## src/rtl/sha2h_pkg.sv

```systemverilog
package sha2h_pkg;

    localparam int LENGTH_LIMIT_BITS_DEF = 32;
    localparam int QUEUE_DEPTH = 4;
    localparam int BLOCK_BITS = 512;
    localparam int ROUND_COUNT = 64;

    localparam logic REG_HASH_MODE = 1'b0;
    localparam logic [7:0] PAD_MARKER = 8'h80;

    typedef logic [31:0] word_t;

    // One command per input transaction that carries a byte within the length limit or ends a message.
    typedef struct packed {
        logic [7:0] data;
        logic       has_byte;
        logic       is_end;
        logic       is_err;
        logic       mode;
    } cmd_t;

    typedef struct packed {
        logic start;
        logic first;
        logic mode;
    } comp_ctl_t;

    typedef enum logic [2:0] {
        ST_IDLE,
        ST_PAD1,
        ST_PAD2,
        ST_WAIT,
        ST_OUT,
        ST_ERR
    } back_state_t;

    localparam word_t ROUND_K [ROUND_COUNT] = '{
        32'h428a2f98, 32'h71374491, 32'hb5c0fbcf, 32'he9b5dba5,
        32'h3956c25b, 32'h59f111f1, 32'h923f82a4, 32'hab1c5ed5,
        32'hd807aa98, 32'h12835b01, 32'h243185be, 32'h550c7dc3,
        32'h72be5d74, 32'h80deb1fe, 32'h9bdc06a7, 32'hc19bf174,
        32'he49b69c1, 32'hefbe4786, 32'h0fc19dc6, 32'h240ca1cc,
        32'h2de92c6f, 32'h4a7484aa, 32'h5cb0a9dc, 32'h76f988da,
        32'h983e5152, 32'ha831c66d, 32'hb00327c8, 32'hbf597fc7,
        32'hc6e00bf3, 32'hd5a79147, 32'h06ca6351, 32'h14292967,
        32'h27b70a85, 32'h2e1b2138, 32'h4d2c6dfc, 32'h53380d13,
        32'h650a7354, 32'h766a0abb, 32'h81c2c92e, 32'h92722c85,
        32'ha2bfe8a1, 32'ha81a664b, 32'hc24b8b70, 32'hc76c51a3,
        32'hd192e819, 32'hd6990624, 32'hf40e3585, 32'h106aa070,
        32'h19a4c116, 32'h1e376c08, 32'h2748774c, 32'h34b0bcb5,
        32'h391c0cb3, 32'h4ed8aa4a, 32'h5b9cca4f, 32'h682e6ff3,
        32'h748f82ee, 32'h78a5636f, 32'h84c87814, 32'h8cc70208,
        32'h90befffa, 32'ha4506ceb, 32'hbef9a3f7, 32'hc67178f2
    };

    localparam word_t INIT_VALUES [2][8] = '{
        '{32'hc1059ed8, 32'h367cd507, 32'h3070dd17, 32'hf70e5939,
          32'hffc00b31, 32'h68581511, 32'h64f98fa7, 32'hbefa4fa4},
        '{32'h6a09e667, 32'hbb67ae85, 32'h3c6ef372, 32'ha54ff53a,
          32'h510e527f, 32'h9b05688c, 32'h1f83d9ab, 32'h5be0cd19}
    };

    function automatic word_t rotr(input word_t x, input int unsigned n);
        return (x >> n) | (x << (32 - n));
    endfunction

endpackage

```

## src/rtl/sha224_sha256_hash.sv

```systemverilog
// SHA-256 and SHA-224 hash engine fed one message byte per input transaction. Bytes are
// classified and counted at the input, then travel through a four-entry command queue to a
// block builder and a round unit that runs one round per cycle: a 64-byte block compresses
// in 64 rounds and the chaining add while the next block fills, so a long message is taken
// at about one byte per cycle unless a full block meets a busy round unit. After the padded
// block at the end of a message, plus an extra block when 56 or more bytes of the last block
// are used, eight result transactions carry chaining words 0 to 7 (a SHA-224 user keeps
// words 0 to 6). A message longer than the byte limit gives one result with length_error set.
// Register 0 at address 0 holds hash_mode (1 selects SHA-256, 0 SHA-224, reset 1); a new mode
// applies at once when no byte of the current message has been taken, else from the next one.
module sha224_sha256_hash #(
    parameter int LENGTH_LIMIT_BITS = sha2h_pkg::LENGTH_LIMIT_BITS_DEF
) (
    input  logic        aclk,
    input  logic        aresetn,
    input  logic        psel,
    input  logic        penable,
    input  logic        pwrite,
    input  logic [2:0]  paddr,
    input  logic [31:0] pwdata,
    output logic [31:0] prdata,
    output logic        pready,
    input  logic        s_valid,
    output logic        s_ready,
    input  logic [7:0]  s_data_byte,
    input  logic        s_byte_present,
    input  logic        s_end_of_message,
    output logic        m_valid,
    input  logic        m_ready,
    output logic [31:0] m_digest_word,
    output logic [2:0]  m_word_index,
    output logic        m_last_word,
    output logic        m_length_error
);
    import sha2h_pkg::*;

    localparam int CMD_W = $bits(cmd_t) + LENGTH_LIMIT_BITS;

    logic             hash_mode_reg;
    logic             reg_hit;
    logic             fq_valid, fq_ready;
    logic [CMD_W-1:0] fq_data;
    logic             qb_valid, qb_ready;
    logic [CMD_W-1:0] qb_data;
    logic             comp_busy;
    comp_ctl_t        comp_ctl;
    logic [BLOCK_BITS-1:0] comp_block;
    word_t [7:0]      chain_words;

    assign pready  = 1'b1;
    assign reg_hit = (paddr[2] == REG_HASH_MODE);
    assign prdata  = reg_hit ? {31'b0, hash_mode_reg} : '0;

    always_ff @(posedge aclk) begin
        if (!aresetn) begin
            hash_mode_reg <= 1'b1;
        end else if (psel && penable && pwrite && pready && reg_hit) begin
            hash_mode_reg <= pwdata[0];
        end
    end

    sha2h_front #(
        .LEN_BITS (LENGTH_LIMIT_BITS)
    ) u_front (
        .aclk             (aclk),
        .aresetn          (aresetn),
        .s_valid          (s_valid),
        .s_ready          (s_ready),
        .s_data_byte      (s_data_byte),
        .s_byte_present   (s_byte_present),
        .s_end_of_message (s_end_of_message),
        .hash_mode        (hash_mode_reg),
        .q_valid          (fq_valid),
        .q_ready          (fq_ready),
        .q_data           (fq_data)
    );

    sha2h_queue #(
        .WIDTH (CMD_W),
        .DEPTH (QUEUE_DEPTH)
    ) u_queue (
        .aclk     (aclk),
        .aresetn  (aresetn),
        .wr_valid (fq_valid),
        .wr_ready (fq_ready),
        .wr_data  (fq_data),
        .rd_valid (qb_valid),
        .rd_ready (qb_ready),
        .rd_data  (qb_data)
    );

    sha2h_round u_round (
        .aclk        (aclk),
        .aresetn     (aresetn),
        .ctl         (comp_ctl),
        .block       (comp_block),
        .busy        (comp_busy),
        .chain_words (chain_words)
    );

    sha2h_back #(
        .LEN_BITS (LENGTH_LIMIT_BITS)
    ) u_back (
        .aclk           (aclk),
        .aresetn        (aresetn),
        .q_valid        (qb_valid),
        .q_ready        (qb_ready),
        .q_data         (qb_data),
        .comp_busy      (comp_busy),
        .comp_ctl       (comp_ctl),
        .comp_block     (comp_block),
        .chain_words    (chain_words),
        .m_valid        (m_valid),
        .m_ready        (m_ready),
        .m_digest_word  (m_digest_word),
        .m_word_index   (m_word_index),
        .m_last_word    (m_last_word),
        .m_length_error (m_length_error)
    );

endmodule

```

## src/rtl/sha2h_front.sv

```systemverilog
module sha2h_front #(
    parameter int LEN_BITS = sha2h_pkg::LENGTH_LIMIT_BITS_DEF
) (
    input  logic                                      aclk,
    input  logic                                      aresetn,
    input  logic                                      s_valid,
    output logic                                      s_ready,
    input  logic [7:0]                                s_data_byte,
    input  logic                                      s_byte_present,
    input  logic                                      s_end_of_message,
    input  logic                                      hash_mode,
    output logic                                      q_valid,
    input  logic                                      q_ready,
    output logic [$bits(sha2h_pkg::cmd_t)+LEN_BITS-1:0] q_data
);
    import sha2h_pkg::*;

    logic [LEN_BITS-1:0] count_reg, count_next, count_after;
    logic                ovf_reg, ovf_next, ovf_after;
    logic                msg_mode_reg, msg_mode_next;
    logic                mode_eff;
    logic                take_byte;
    logic                overflow_now;
    logic                accept;
    cmd_t                cmd;

    assign s_ready = q_ready;
    assign accept  = s_valid && s_ready;

    always_comb begin
        mode_eff     = (count_reg == '0 && !ovf_reg) ? hash_mode : msg_mode_reg;
        take_byte    = s_byte_present && !ovf_reg && (count_reg != '1);
        overflow_now = s_byte_present && !ovf_reg && (count_reg == '1);
        count_after  = count_reg + LEN_BITS'(take_byte);
        ovf_after    = ovf_reg || overflow_now;

        cmd.data     = s_data_byte;
        cmd.has_byte = take_byte;
        cmd.is_end   = s_end_of_message && !ovf_after;
        cmd.is_err   = s_end_of_message && ovf_after;
        cmd.mode     = mode_eff;

        q_valid = accept && (take_byte || s_end_of_message);
        q_data  = {cmd, count_after};

        count_next    = count_reg;
        ovf_next      = ovf_reg;
        msg_mode_next = msg_mode_reg;
        if (accept) begin
            msg_mode_next = mode_eff;
            if (s_end_of_message) begin
                count_next = '0;
                ovf_next   = 1'b0;
            end else begin
                count_next = count_after;
                ovf_next   = ovf_after;
            end
        end
    end

    always_ff @(posedge aclk) begin
        if (!aresetn) begin
            count_reg    <= '0;
            ovf_reg      <= 1'b0;
            msg_mode_reg <= 1'b1;
        end else begin
            count_reg    <= count_next;
            ovf_reg      <= ovf_next;
            msg_mode_reg <= msg_mode_next;
        end
    end

endmodule

```

## src/rtl/sha2h_queue.sv

```systemverilog
module sha2h_queue #(
    parameter int WIDTH = 8,
    parameter int DEPTH = sha2h_pkg::QUEUE_DEPTH
) (
    input  logic             aclk,
    input  logic             aresetn,
    input  logic             wr_valid,
    output logic             wr_ready,
    input  logic [WIDTH-1:0] wr_data,
    output logic             rd_valid,
    input  logic             rd_ready,
    output logic [WIDTH-1:0] rd_data
);
    localparam int PTR_W = (DEPTH > 1) ? $clog2(DEPTH) : 1;
    localparam int CNT_W = $clog2(DEPTH + 1);

    logic [WIDTH-1:0] mem_reg [DEPTH];
    logic [PTR_W-1:0] wr_ptr_reg, rd_ptr_reg;
    logic [CNT_W-1:0] fill_reg;
    logic             do_wr, do_rd;

    assign wr_ready = (fill_reg != CNT_W'(DEPTH));
    assign rd_valid = (fill_reg != '0);
    assign rd_data  = mem_reg[rd_ptr_reg];
    assign do_wr    = wr_valid && wr_ready;
    assign do_rd    = rd_valid && rd_ready;

    always_ff @(posedge aclk) begin
        if (do_wr) begin
            mem_reg[wr_ptr_reg] <= wr_data;
        end
    end

    always_ff @(posedge aclk) begin
        if (!aresetn) begin
            wr_ptr_reg <= '0;
            rd_ptr_reg <= '0;
            fill_reg   <= '0;
        end else begin
            if (do_wr) begin
                wr_ptr_reg <= (wr_ptr_reg == PTR_W'(DEPTH - 1)) ? '0 : wr_ptr_reg + 1'b1;
            end
            if (do_rd) begin
                rd_ptr_reg <= (rd_ptr_reg == PTR_W'(DEPTH - 1)) ? '0 : rd_ptr_reg + 1'b1;
            end
            if (do_wr && !do_rd) begin
                fill_reg <= fill_reg + 1'b1;
            end else if (do_rd && !do_wr) begin
                fill_reg <= fill_reg - 1'b1;
            end
        end
    end

endmodule

```

## src/rtl/sha2h_round.sv

```systemverilog
module sha2h_round (
    input  logic                                   aclk,
    input  logic                                   aresetn,
    input  sha2h_pkg::comp_ctl_t                   ctl,
    input  logic [sha2h_pkg::BLOCK_BITS-1:0]       block,
    output logic                                   busy,
    output sha2h_pkg::word_t [7:0]                 chain_words
);
    import sha2h_pkg::*;

    word_t      sched_reg [16];
    word_t      sched_next [16];
    word_t      var_reg [8];
    word_t      var_next [8];
    word_t      chain_reg [8];
    word_t      chain_next [8];
    word_t      base;
    word_t      w_new, t1, t2, s0, s1, big0, big1, ch, maj;
    logic [5:0] round_reg, round_next;
    logic       run_reg, run_next;
    logic       fin_reg, fin_next;

    assign busy = run_reg || fin_reg;

    always_comb begin
        for (int i = 0; i < 8; i++) begin
            chain_words[i] = chain_reg[i];
        end
    end

    always_comb begin
        s0    = rotr(sched_reg[1], 7) ^ rotr(sched_reg[1], 18) ^ (sched_reg[1] >> 3);
        s1    = rotr(sched_reg[14], 17) ^ rotr(sched_reg[14], 19) ^ (sched_reg[14] >> 10);
        w_new = sched_reg[0] + s0 + sched_reg[9] + s1;
        big1  = rotr(var_reg[4], 6) ^ rotr(var_reg[4], 11) ^ rotr(var_reg[4], 25);
        ch    = (var_reg[4] & var_reg[5]) ^ (~var_reg[4] & var_reg[6]);
        big0  = rotr(var_reg[0], 2) ^ rotr(var_reg[0], 13) ^ rotr(var_reg[0], 22);
        maj   = (var_reg[0] & var_reg[1]) ^ (var_reg[0] & var_reg[2])
              ^ (var_reg[1] & var_reg[2]);
        t1    = var_reg[7] + big1 + ch + ROUND_K[round_reg] + sched_reg[0];
        t2    = big0 + maj;
        base  = '0;

        sched_next = sched_reg;
        var_next   = var_reg;
        chain_next = chain_reg;
        round_next = round_reg;
        run_next   = run_reg;
        fin_next   = fin_reg;

        if (run_reg) begin
            for (int i = 0; i < 15; i++) begin
                sched_next[i] = sched_reg[i + 1];
            end
            sched_next[15] = w_new;
            var_next[0] = t1 + t2;
            var_next[1] = var_reg[0];
            var_next[2] = var_reg[1];
            var_next[3] = var_reg[2];
            var_next[4] = var_reg[3] + t1;
            var_next[5] = var_reg[4];
            var_next[6] = var_reg[5];
            var_next[7] = var_reg[6];
            round_next  = round_reg + 1'b1;
            if (round_reg == 6'(ROUND_COUNT - 1)) begin
                run_next = 1'b0;
                fin_next = 1'b1;
            end
        end else if (fin_reg) begin
            for (int i = 0; i < 8; i++) begin
                chain_next[i] = chain_reg[i] + var_reg[i];
            end
            fin_next = 1'b0;
        end else if (ctl.start) begin
            for (int i = 0; i < 8; i++) begin
                base          = ctl.first ? INIT_VALUES[ctl.mode][i] : chain_reg[i];
                chain_next[i] = base;
                var_next[i]   = base;
            end
            for (int i = 0; i < 16; i++) begin
                sched_next[i] = block[BLOCK_BITS - 1 - 32 * i -: 32];
            end
            round_next = '0;
            run_next   = 1'b1;
        end
    end

    always_ff @(posedge aclk) begin
        sched_reg <= sched_next;
        var_reg   <= var_next;
        chain_reg <= chain_next;
        round_reg <= round_next;
    end

    always_ff @(posedge aclk) begin
        if (!aresetn) begin
            run_reg <= 1'b0;
            fin_reg <= 1'b0;
        end else begin
            run_reg <= run_next;
            fin_reg <= fin_next;
        end
    end

endmodule

```

## src/rtl/sha2h_back.sv

```systemverilog
module sha2h_back #(
    parameter int LEN_BITS = sha2h_pkg::LENGTH_LIMIT_BITS_DEF
) (
    input  logic                                        aclk,
    input  logic                                        aresetn,
    input  logic                                        q_valid,
    output logic                                        q_ready,
    input  logic [$bits(sha2h_pkg::cmd_t)+LEN_BITS-1:0] q_data,
    input  logic                                        comp_busy,
    output sha2h_pkg::comp_ctl_t                        comp_ctl,
    output logic [sha2h_pkg::BLOCK_BITS-1:0]            comp_block,
    input  sha2h_pkg::word_t [7:0]                      chain_words,
    output logic                                        m_valid,
    input  logic                                        m_ready,
    output logic [31:0]                                 m_digest_word,
    output logic [2:0]                                  m_word_index,
    output logic                                        m_last_word,
    output logic                                        m_length_error
);
    import sha2h_pkg::*;

    back_state_t           state_reg, state_next;
    logic [BLOCK_BITS-1:0] block_reg, block_next;
    logic [BLOCK_BITS-1:0] blk_byte, blk_pad;
    logic [LEN_BITS-1:0]   end_count_reg, end_count_next;
    logic [LEN_BITS-1:0]   count;
    logic                  msg_mode_reg, msg_mode_next;
    logic                  first_reg, first_next;
    logic [2:0]            idx_reg, idx_next;
    logic [5:0]            byte_pos, end_pos;
    logic [63:0]           length_bits;
    logic                  need_comp;
    cmd_t                  cmd;

    always_comb begin
        cmd         = cmd_t'(q_data[$bits(cmd_t) + LEN_BITS - 1:LEN_BITS]);
        count       = q_data[LEN_BITS-1:0];
        byte_pos    = 6'(count - LEN_BITS'(1));
        end_pos     = end_count_reg[5:0];
        length_bits = 64'({end_count_reg, 3'b000});

        blk_byte = block_reg;
        blk_byte[{6'd63 - byte_pos, 3'b000} +: 8] = cmd.data;
        blk_pad = block_reg;
        blk_pad[{6'd63 - end_pos, 3'b000} +: 8] = PAD_MARKER;

        need_comp = cmd.has_byte && (byte_pos == 6'd63);

        state_next     = state_reg;
        block_next     = block_reg;
        end_count_next = end_count_reg;
        msg_mode_next  = msg_mode_reg;
        first_next     = first_reg;
        idx_next       = idx_reg;
        q_ready        = 1'b0;
        comp_ctl       = '0;
        comp_block     = block_reg;
        m_valid        = 1'b0;
        m_digest_word  = chain_words[idx_reg];
        m_word_index   = idx_reg;
        m_last_word    = (idx_reg == 3'd7);
        m_length_error = 1'b0;

        unique case (state_reg)
            ST_IDLE: begin
                if (q_valid && !(need_comp && comp_busy)) begin
                    q_ready       = 1'b1;
                    msg_mode_next = cmd.mode;
                    if (cmd.has_byte) begin
                        block_next = blk_byte;
                    end
                    if (need_comp) begin
                        comp_ctl.start = 1'b1;
                        comp_ctl.first = first_reg;
                        comp_ctl.mode  = cmd.mode;
                        comp_block     = blk_byte;
                        block_next     = '0;
                        first_next     = 1'b0;
                    end
                    if (cmd.is_err) begin
                        state_next = ST_ERR;
                    end else if (cmd.is_end) begin
                        end_count_next = count;
                        state_next     = ST_PAD1;
                    end
                end
            end
            ST_PAD1: begin
                if (!comp_busy) begin
                    comp_ctl.start = 1'b1;
                    comp_ctl.first = first_reg;
                    comp_ctl.mode  = msg_mode_reg;
                    first_next     = 1'b0;
                    block_next     = '0;
                    if (end_pos >= 6'd56) begin
                        comp_block = blk_pad;
                        state_next = ST_PAD2;
                    end else begin
                        comp_block = {blk_pad[BLOCK_BITS-1:64], length_bits};
                        state_next = ST_WAIT;
                    end
                end
            end
            ST_PAD2: begin
                if (!comp_busy) begin
                    comp_ctl.start = 1'b1;
                    comp_ctl.first = first_reg;
                    comp_ctl.mode  = msg_mode_reg;
                    comp_block     = {{(BLOCK_BITS - 64){1'b0}}, length_bits};
                    state_next     = ST_WAIT;
                end
            end
            ST_WAIT: begin
                if (!comp_busy) begin
                    idx_next   = '0;
                    state_next = ST_OUT;
                end
            end
            ST_OUT: begin
                m_valid = 1'b1;
                if (m_ready) begin
                    idx_next = idx_reg + 1'b1;
                    if (idx_reg == 3'd7) begin
                        first_next = 1'b1;
                        state_next = ST_IDLE;
                    end
                end
            end
            ST_ERR: begin
                m_valid        = 1'b1;
                m_digest_word  = '0;
                m_word_index   = '0;
                m_last_word    = 1'b1;
                m_length_error = 1'b1;
                if (m_ready) begin
                    first_next = 1'b1;
                    block_next = '0;
                    state_next = ST_IDLE;
                end
            end
            default: begin
                state_next = ST_IDLE;
            end
        endcase
    end

    always_ff @(posedge aclk) begin
        end_count_reg <= end_count_next;
        msg_mode_reg  <= msg_mode_next;
        idx_reg       <= idx_next;
    end

    always_ff @(posedge aclk) begin
        if (!aresetn) begin
            state_reg <= ST_IDLE;
            block_reg <= '0;
            first_reg <= 1'b1;
        end else begin
            state_reg <= state_next;
            block_reg <= block_next;
            first_reg <= first_next;
        end
    end

endmodule
```

## config.mk

```make
export PLATFORM = sky130hd
export DESIGN_NAME = sha224_sha256_hash
export DESIGN_NICKNAME = d
export VERILOG_FILES = /design/src/rtl/sha2h_pkg.sv /design/src/rtl/sha224_sha256_hash.sv /design/src/rtl/sha2h_front.sv /design/src/rtl/sha2h_queue.sv /design/src/rtl/sha2h_round.sv /design/src/rtl/sha2h_back.sv
export SDC_FILE = /design/constraint.sdc
export NUM_CORES = 2
export LEC_CHECK = 0
export ABC_AREA = 0
export BUFFER_PORTS_ARGS = -buffer_cell sky130_fd_sc_hd__buf_2
export CORE_ASPECT_RATIO = 1.4
export CORE_UTILIZATION = 30
export CTS_CLUSTER_SIZE = 12
export DETAILED_ROUTE_END_ITERATION = 6
export SYNTH_ARGS = -nofsm -noshare
export SYNTH_HDL_FRONTEND = slang
export SYNTH_HIERARCHICAL = 1
export SYNTH_SLANG_ARGS = --single-unit
```

## constraint.sdc

```tcl
create_clock -name aclk -period 25.5 [get_ports aclk]
set_clock_uncertainty 0.1 [all_clocks]
set_input_delay 0 -clock aclk [delete_from_list [all_inputs] [get_ports aclk]]
set_output_delay 0 -clock aclk [all_outputs]
set_load 0.01 [all_outputs]
```

======== Word-level counts from Yosys, hierarchy flattened ========
Memories as Yosys holds them, arrays and structs flattened. A register that Yosys moved wholly into a read port is not among the register bits.
Index checks and enable logic that the tools add are counted.
storage, ports and cells
  bits in writable memories ............... 176
  output and inout port bits .............. 72
  memory bits (read-only) ................. 2048
  word-level logic and storage cells ...... 277
  memories kept ........................... 2
  register bits after elaboration ......... 1626
  input bits .............................. 52
  bits in latches ......................... 0
memory list
  memory           words  bits a word  read ports  clocked after Yosys merged registers in  write ports  RTL line           source
  (no name shown)  64     32           1           0                                        0            sha2h_round.sv:40  t1 = var_reg[7] + big1 + ch + ROUND_K[round_reg] + sched_reg[0];
  u_queue.mem_reg  4      44           1           1                                        1            sha2h_queue.sv:17  logic [WIDTH-1:0] mem_reg [DEPTH];
operators by class
  mux-type cells .......................... 87
  multiply operators ...................... 0
  reductions and logical operators ........ 46
  bitwise operators ....................... 32
  $add $sub $neg .......................... 30
  order comparisons ....................... 4
  div/mod/pow operators ................... 0
  shift operators ......................... 4
  equality and inequality tests ........... 24
operator list
  operator                                                       number
  two-way mux 512 bit                                            12
  case mux 512 bit (3 select lines)                              2
  two-way mux 256 bit                                            7
  bitwise mux 512 bit                                            2
  variable shift 8 x 11 -> 512 bit (first input constant)        2
  adder 32 bit                                                   18
  variable part select 8 x 11 -> 512 bit                         1
  variable part select 8 x 11 -> 512 bit (first input constant)  1
  two-way mux 32 bit                                             13
  XOR 32 bit                                                     9
  AND 32 bit                                                     5
  binary-select mux 32 bit (select 3 bit)                        1
  two-way mux 64 bit                                             1
  two-way mux 3 bit                                              17
  adder 32 x 1 -> 32 bit                                         1
  equality test 32 bit (second input constant)                   1
  logical NOT 32 bit                                             1
  != test 32 bit (second input constant)                         1
  NOT 32 bit                                                     1
  OR 10 x 32 -> 32 bit                                           1
  OR 13 x 32 -> 32 bit                                           1
  OR 14 x 32 -> 32 bit                                           1
  OR 15 x 32 -> 32 bit                                           1
  OR 19 x 32 -> 32 bit                                           1
  50 further kinds                                               126

======== Longest topological paths before layout ========
  depth after elaboration ................. 16
  depth in mapped cells ................... 36
  mapped depth without buffers ............ 35

======== Modules after synthesis ========
Netlist, hierarchy kept.
modules (own cells, without submodules)
  module              cells each  sequential area each (sq um)  area each (sq um)  times used
  sha2h_round         6794        30969.7                       72483.3            1
  sha2h_back          2768        11410.9                       26665.6            1
  sha2h_queue         281         5465.2                        6822.8             1
  sha2h_front         308         680.7                         2424.8             1
  sha224_sha256_hash  40          20.0                          320.3              1

======== Worst setup path after synthesis ========
No wires, ideal clock.
  kind .................................... register -> register
  start ................................... register with a tool-made name
  end ..................................... register u_round.round_reg[0], enable pin
  library setup time ...................... 1147 ps
  buffers on the path ..................... 4
  clock period less this slack ............ 19739 ps
  stages on the path, launching flop included .. 15
  data arrival time ....................... 18491 ps
  path slack .............................. 5761 ps
  required time ........................... 24253 ps
  cell sequence ........................... dfxtp_1 -> buf_2 -> buf_4 -> mux4_2 -> clkbuf_1 -> inv_1 -> ha_1 -> nor2b_1 -> and3_1 -> buf_1 -> o22ai_4 -> nor3_2 -> nor2_1 -> nor2_1 -> a21o_1
RTL lines
  element               RTL line           source
  end signal, assigned  sha2h_round.sv:92  round_reg <= round_next;
  end, declared         sha2h_round.sv:19  logic [5:0] round_reg, round_next;

==> summary.txt <==
Outcome
  • Status: finished with violations
  • Failing checks: design-rule violations

Clock network
  • CTS Root Cell: clkbuf_16
  • Worst-path clk slew: 0.06 ns
  • Clk_lat worst skew: 0.92 ns
  • CTS Buf Count: 207
  • Post-CTS setup buffers: 0
  • Clock tree buffer depth: 4
  • TritonCTS clock tree: done
  • Num Clock Sinks: 1,804
  • H-Tree Depth: 4

Floorplanning
  • Die X: 511 µm
  • DIE HEIGHT: 714 µm
  • Core footprint: 0.361 mm²
  • IO Count: 124
  • # rows: 261
  • Initial Utilization: 30.1%
  • Die Area: 0.365 mm²

Setup path
  • CP max stage delay: 0.88 ns
  • Critical path peak fanout: 17
  • Data arrival time of the worst path: 10.61 ns
  • Worst path slowest cell: o31ai_1
  • Cell mode on critical path: a21oi_1
  • CP Launch Type: flip-flop
  • Worst setup EP type: flip-flop
  • Flop-to-flop setup slack: 15.37 ns
  • Worst Path Required: 25.97 ns
  • Classification of the worst setup path: flip-flop to flip-flop

Synth
  • Ys flop type: edfxtp_1
  • Mean Syn Cell Area: 10.7 µm²
  • Yosys warnings: 6
  • EDFF count, synth: 1,242
  • Sequential area share after synthesis: 44.7%
  • Synth Register Bits: 1,804
  • Unique masters post-synth: 122
  • Mapped Area: 0.109 mm²
  • Synth Instances: 10,200
  • FFs w/ async S/R, synth: 0%

Detailed routing
  • Routed Antenna Nets: 0
  • Router iterations before antenna repair: 7
  • Avg WL per Cell: 25.1 µm
  • Remaining DRCs: 1
  • DR vias/cell: 5.43
  • Final wirelength: 376,000 µm
  • Initial drt markers: 7,246
  • Vias: 81,400

GRT
  • GR Overflow Total: 0
  • Met1 Usage GRT: 23.1%
  • Largest net degree at the start of global routing: 171
  • Vias in the first global route: 79,300
  • All-Layer GR Usage: 19.9%
  • First-pass GRT wire length: 540,000 µm
  • Met2 Usage GRT: 34.4%
  • Initial antenna violation count: 6
  • Busiest grt layer: met2
  • GR Util met3: 2.53%

Hold path
  • HP Class: input pin to flip-flop

Timing
  • Period utilization: 39.7%
  • Setup TNS Final: 0 ns
  • Max frequency: 98.7 MHz
  • Period minus WS final: 10.13 ns
  • Hold Fails Final Rpt: 0
  • Slew @ Worst Pin: 1.37 ns
  • Final slew viol count: 0
  • RSZ-0062 raised after global routing: false
  • Slew HR: 8.18%
  • Final setup vio count: 0

Layout
  • Fraction of layout cells with a size suffix above 1: 13.8%
  • Final nets: 10,800
  • Area Overhead vs Synth: 11.1%
  • Multi-input logic area: 0.0556 mm²
  • Commonest non-fill, non-tap cell in the layout: edfxtp_1
  • Leading cell types in the layout, fill and taps excluded: 1,242 x edfxtp_1, 672 x a21oi_1, 627 x mux2_2, 624 x inv_1, 601 x nor2_1
  • Filler cells: 36,200
  • Sequential Area: 0.0486 mm²

Place
  • Detailed placement HPWL: 272,000 µm
  • PortBufs: 58
  • Gpl congestion: 0.974

Run
  • # Max-Cap Violations: 0
through the flow:
step	cell area (µm²)	setup WS, ns	util (%)	cells	hold WS, ns
2_1_floorplan	109000	5.76	-	10200	-0.0536
3_3_place_gp	114000	15.45	31.6	14600	0.115
3_5_place_dp	114000	15.54	31.6	14600	0.118
4_1_cts	121000	15.48	33.5	15000	0.0394
5_1_grt	121000	15.03	33.5	15000	0.0901
6_report	121000	15.37	33.5	15000	0.105
critical path: cells and delay by family, from the launching register on:
family | cells | cell delay, ns
DFF | 1 | 0.83
AOI/OAI and AO/OA | 17 | 4.42
adders and majority gates | 5 | 2.32
xor gates and xnor gates | 2 | 0.64
buffers and inverters | 4 | 0.67
and+or+nand+nor | 2 | 0.80
synth_stat cells, types with 135 or more instances:
master	instances	area, µm²
edfxtp_1	1242	37300
a21oi_1	675	3380
inv_1	627	2350
mux2_2	627	7060
nor2_1	605	2270
nand2_1	589	2210
dfxtp_1	562	11300
o21ai_0	517	2590
ha_1	417	5220
clkbuf_1	399	1500
xnor2_1	361	3160
and2_1	348	2180
o2bb2ai_1	344	3010
a21o_1	261	1960
nor3_1	252	1260
xor2_1	251	2200
fa_1	196	3920
nor2b_1	189	1180
nand3_1	156	781
a22o_1	135	1180
cells by family after synthesis:
family | Yosys count | synth area share [%]
muxes | 812 | 9.51
AOI/OAI and AO/OA | 2652 | 16.6
and+or+nand+nor | 2494 | 11.4
adders and majority gates | 617 | 8.45
other | 2 | 0.00691
xor gates and xnor gates | 614 | 4.97
DFF | 1804 | 44.7
buffers and inverters | 1196 | 4.39
path summary, 6_finish.rpt:
kind                             to                 start  depth (start not counted)
max            u_round/var_reg[254]  u_round/round_reg[1]                         30
min          u_queue/mem_reg[1][35]        s_byte_present                          3
max reg2reg    u_round/var_reg[254]  u_round/round_reg[1]                         30
min reg2reg     u_back/block_reg[7]   u_back/block_reg[7]                          2
cell type report:
type                            count  area share, %
Multi-Input combinational cell   7221           46.1
Sequential cell                  1804           40.2
Clock buffer                      310           4.91
Tap cell                         4734           4.90
Inverter                          629           1.96
Timing Repair Buffer              238           1.48
Clock inverter                     59          0.474
Antenna cell                        2        0.00414
routing by layer:
metal	part of all wire (%)	up-vias	wire length, µm
met5	0.0053	-	20
met4	7.2	4	27100
met3	5.7	899	21600
met2	49	3022	183000
met1	38	40400	144000
li1	-	37000	-
timing repair:
item,CTS,global route
hold endpoints to repair,140,0
hold buffers,30,0
gates resized for setup,0,0
Power is not shown: default switching activity piles up to over one toggle a cycle in this logic, so the estimate is an artifact.
